`src/rtl/msm_pkg.sv`:
```
`default_nettype none
package msm_pkg;

	// command codes carried in tuser
	typedef enum logic [2:0] {
		OP_TICK     = 3'd0,
		OP_WRITE    = 3'd1,
		OP_PLAY     = 3'd2,
		OP_STOP     = 3'd3,
		OP_VOLUME   = 3'd4,
		OP_STOP_ALL = 3'd5
	} op_t;

	// one command beat as queued between front and back
	typedef struct packed {
		op_t         opcode;
		logic [1:0]  voice;
		logic [15:0] address;
		logic [7:0]  sample_byte;
		logic [15:0] length;
		logic [15:0] loop_start;
		logic [15:0] loop_length;
		logic [15:0] frequency;
		logic [6:0]  volume;
	} cmd_t;

	// back-end sequencer states
	typedef enum logic [2:0] {
		ST_IDLE,
		ST_DIV,
		ST_VOICE,
		ST_ADDR2,
		ST_MUL,
		ST_SCALE,
		ST_ACC,
		ST_OUT
	} state_t;

	localparam int STEP_W = 24;
	localparam int RATE_W = 16;

endpackage
`default_nettype wire

```
`src/rtl/msm_front.sv`:
```
`default_nettype none
// Accepts command beats, drops unknown opcodes, queues the rest (2 deep).
module msm_front (
	input  wire logic          clk,
	input  wire logic          arst_n,
	input  wire logic          in_valid,
	output logic               in_ready,
	input  wire msm_pkg::cmd_t in_cmd,
	output logic               q_valid,
	output msm_pkg::cmd_t      q_cmd,
	input  wire logic          q_pop
);

	msm_pkg::cmd_t fifo_q [2];
	logic          wr_ptr_q;
	logic          rd_ptr_q;
	logic [1:0]    cnt_q;
	logic          known;
	logic          push;

	// opcodes above stop-all do nothing
	assign known    = in_cmd.opcode <= msm_pkg::OP_STOP_ALL;
	assign in_ready = cnt_q != 2'd2;
	assign push     = in_valid && in_ready && known;
	assign q_valid  = cnt_q != 2'd0;
	assign q_cmd    = fifo_q[rd_ptr_q];

	always_ff @(posedge clk) begin
		if (push) begin
			fifo_q[wr_ptr_q] <= in_cmd;
		end
	end

	always_ff @(posedge clk or negedge arst_n) begin
		if (!arst_n) begin
			wr_ptr_q <= 1'b0;
			rd_ptr_q <= 1'b0;
			cnt_q    <= 2'd0;
		end else begin
			if (push) begin
				wr_ptr_q <= !wr_ptr_q;
			end
			if (q_pop) begin
				rd_ptr_q <= !rd_ptr_q;
			end
			cnt_q <= cnt_q + {1'b0, push} - {1'b0, q_pop};
		end
	end

endmodule
`default_nettype wire

```
`config.mk`:
```
export PLATFORM = sky130hd
export DESIGN_NAME = msm_front
export DESIGN_NICKNAME = d
export VERILOG_FILES = /design/src/rtl/msm_pkg.sv /design/src/rtl/msm_front.sv
export SDC_FILE = /design/constraint.sdc
export NUM_CORES = 1
export LEC_CHECK = 0
export BUFFER_PORTS_ARGS = -buffer_cell sky130_fd_sc_hd__buf_4
export CAP_MARGIN = 25
export CORE_MARGIN = 1.5
export CORE_UTILIZATION = 45
export DETAILED_ROUTE_END_ITERATION = 8
export PLACE_DENSITY = 0.75
export SYNTH_ARGS = -nofsm -noshare
export SYNTH_HDL_FRONTEND = slang
export SYNTH_SLANG_ARGS = --single-unit
```
`constraint.sdc`:
```
create_clock -name clk -period 7.2 [get_ports clk]
set_input_delay 0.72 -clock clk [delete_from_list [all_inputs] [get_ports clk]]
set_output_delay 0.72 -clock clk [all_outputs]
set_load 0.01 [all_outputs]
```
==> results_dict.tcl <==
set metrics [dict create \
    hold_viol 0 \
    tightestPinTransition_ps 981.1 \
    r2r_start "cnt_q[0]" \
    grt_start_max_net_pins 63 \
    wl_per_cell_um 17.40 \
    cts_hold_buffers 0 \
    cts_inserted_buffers 22 \
    hpwl_um 9090 \
    synth_cell_types 17 \
    syn_avg_cell_area_um2 23.83 \
    drtIter0Drc 217 \
    setup_viol_count_final 0 \
    peakVddDrop_v 0.0002983 \
    grt_pass1_wl_um 20530 \
    cts-resized-gates 0 \
    start_kind "flip-flop" \
    cts_setup_buffers 0 \
    synthCells 330 \
    nets 658 \
    core_area_mm2 0.01718 \
    cp-end-kind "output pin" \
    gp_congestion 0.7367 \
    switchingPower_mw 1.063 \
    min_period_ps 3679 \
    synth_ff_type "edfxtp_1" \
    grt_pass1_vias 4000 \
    hold_path_class "input port to asynchronous set/reset pin" \
    fillers 1284 \
    antenna_found_initial 1 \
    crit_fanout 55 \
    p_leak_nw 4.107 \
    ys_ff_latch 204 \
    crit_path_end "q_cmd[73]" \
    drtAntennaViolNets 0 \
    grt_use_total_pct 14.58 \
    die-area_mm2 0.01828 \
    syn_to_final_growth_pct 31.51 \
    drive_gt1_share_pct 60.74 \
    drt-total-wl_um 13820 \
    timing.final.crit_share_pct 51.10 \
    required_ps 6480 \
    initial_core_util_pct 45.79 \
    yosysSeqAreaShare_pct 77.63 \
    power_density_mw_per_mm2 397.2 \
    synthTopCellsByCount "edfxtp_1, mux2_4, mux2_2" \
    status "completed" \
    dieWidth_um 135.2 \
    clockBufferDepth 3 \
    fmax_mhz 271.8 \
    vias 3767 \
    hold_slack_ps 26.98 \
    synth_top_cell_by_area "edfxtp_1" \
    combPwrFrac_pct 30.5 \
    htree_levels 1 \
    clock_latency_ps 480 \
    synth_edf_count 200 \
    die_h_um 135.2 \
    internal_power_mw 3.045 \
    setup_tns_ps 0 \
    max_cap_violations 0 \
    rsz0062_at_grt "no" \
    cts.clk_slew.worst_paths_ps 60 \
    firstDrtPassIters 4 \
    cts_tree "yes" \
    critPathKind "flip-flop to output pin" \
    r2r_slack_ps 4630 \
    power.share.clock_pct 28.4 \
    r2r_cells 5 \
    grt_overflow 0 \
    synth-async-reset-ratio_pct 1.961 \
    synth.top_cell.area_share_pct 76.36 \
    p_sw_share_pct 25.88 \
    timing.rr.end "fifo_q[1][23]" \
    startpoint "rd_ptr_q" \
    skew_ps 6.454 \
    synth_warnings 0 \
    slew_headroom_pct 34.59 \
    critPathArrivalTime_ps 2960 \
    rows 48 \
    synth_area_leaders "edfxtp_1, mux2_4, buf_12" \
    pin_count 206 \
    pwr-share-seq_pct 41.1 \
    port_buffers 205 \
    clock-sinks 204 \
    syn_area_mm2 0.007865 \
    synth.most_common_cell "edfxtp_1" \
    vias_per_cell 4.744 \
    synth.net_count 435 \
    drc 0 \
    slew_violations 0 \
    cts-root-buf "clkbuf_16" \
]
## power by group through the flow
stage / registers, mW / logic [mW] / clock network (mW)
global route: 1.71 / 1.33 / 1.24
floorplan: 1.65 / 0.904 / 0
global placement: 1.71 / 1.24 / 0
finish: 1.69 / 1.25 / 1.17
detailed placement: 1.72 / 1.27 / 0
CTS: 1.70 / 1.27 / 1.20
## logic make-up (layout without fill, tap and decap cells)
group	after synthesis	count (layout)	share of synthesized area (%)
muxes	100	100	18.61
AOI/OAI and AO/OA	1	1	0.07959
xor gates and xnor gates	5	5	0.5568
and+or+nand+nor	6	6	0.3659
adders and majority gates	1	1	0.1591
buffers and inverters	13	251	2.593
DFF	204	204	77.63
other	0	1	0
## per-layer routing
metal	GRT usage (%)	routed length (µm)	share of wire (%)	vias to the layer above
met4	3.823	169	1.2	0
met3	4.901	1290	9.3	15
met5	0	0	0	-
li1	-	-	-	1751
met2	25.06	6969	50	149
met1	17.68	5388	39	1852
## cell usage in the layout (no fill, tap or decap), types with 3 or more instances in the layout
cell type / instances
mux2_2: 10
clkinv_1: 6
clkbuf_16: 23
clkinv_2: 3
xnor2_1: 4
dfrtp_1: 3
buf_4: 208
bufinv_16: 5
mux2_4: 90
edfxtp_1: 200
## state kept, by name, indices dropped and copies added, names as in the netlist
signal,count
fifo_q,200
cnt_q,2
rd_ptr_q,1
wr_ptr_q,1
## stage by stage
step	worst slack [ps]	area [µm²]	util (%)	power, mW	std cells
5_1_grt	3371	10340	60.21	4.289	793
3_5_place_dp	3743	9550	55.60	2.985	753
2_1_floorplan	1494	7865	-	2.556	330
3_3_place_gp	3869	9530	55.49	2.948	752
4_1_cts	3463	10320	60.09	4.163	792
6_report	3521	10340	60.22	4.108	794
## worst max-delay path, stage by stage (launching register included)
cell and delay, ps:
dfrtp_4 1070, buf_4 850, mux2_4 360, buf_4 140
## area by class of cell
type                       instances  area, µm²  area share, %
sequential                       204       6110          59.07
tap                              225      281.5          2.722
inverter                           2      7.507        0.07258
multi-input combinational        113       1570          15.18
clock buffer                      25      583.1          5.637
antenna                            1      2.502        0.02419
clock inverter                    14      187.7          1.814
timing repair buffer             210       1602          15.48
## how the worst min path moves through the flow
stage / startpoint / end / slack [ps] / cells after the start
after floorplan: arst_n / cnt_q[0] / 420 / 0
after global placement: cnt_q[0] / cnt_q[0] / 490 / 1
after detailed placement: arst_n / wr_ptr_q / 520 / 1
after CTS: arst_n / cnt_q[0] / 5 / 1
after global routing: arst_n / rd_ptr_q / 3 / 1
final: arst_n / wr_ptr_q / 30 / 1
Power figures use the tool's default switching activity.
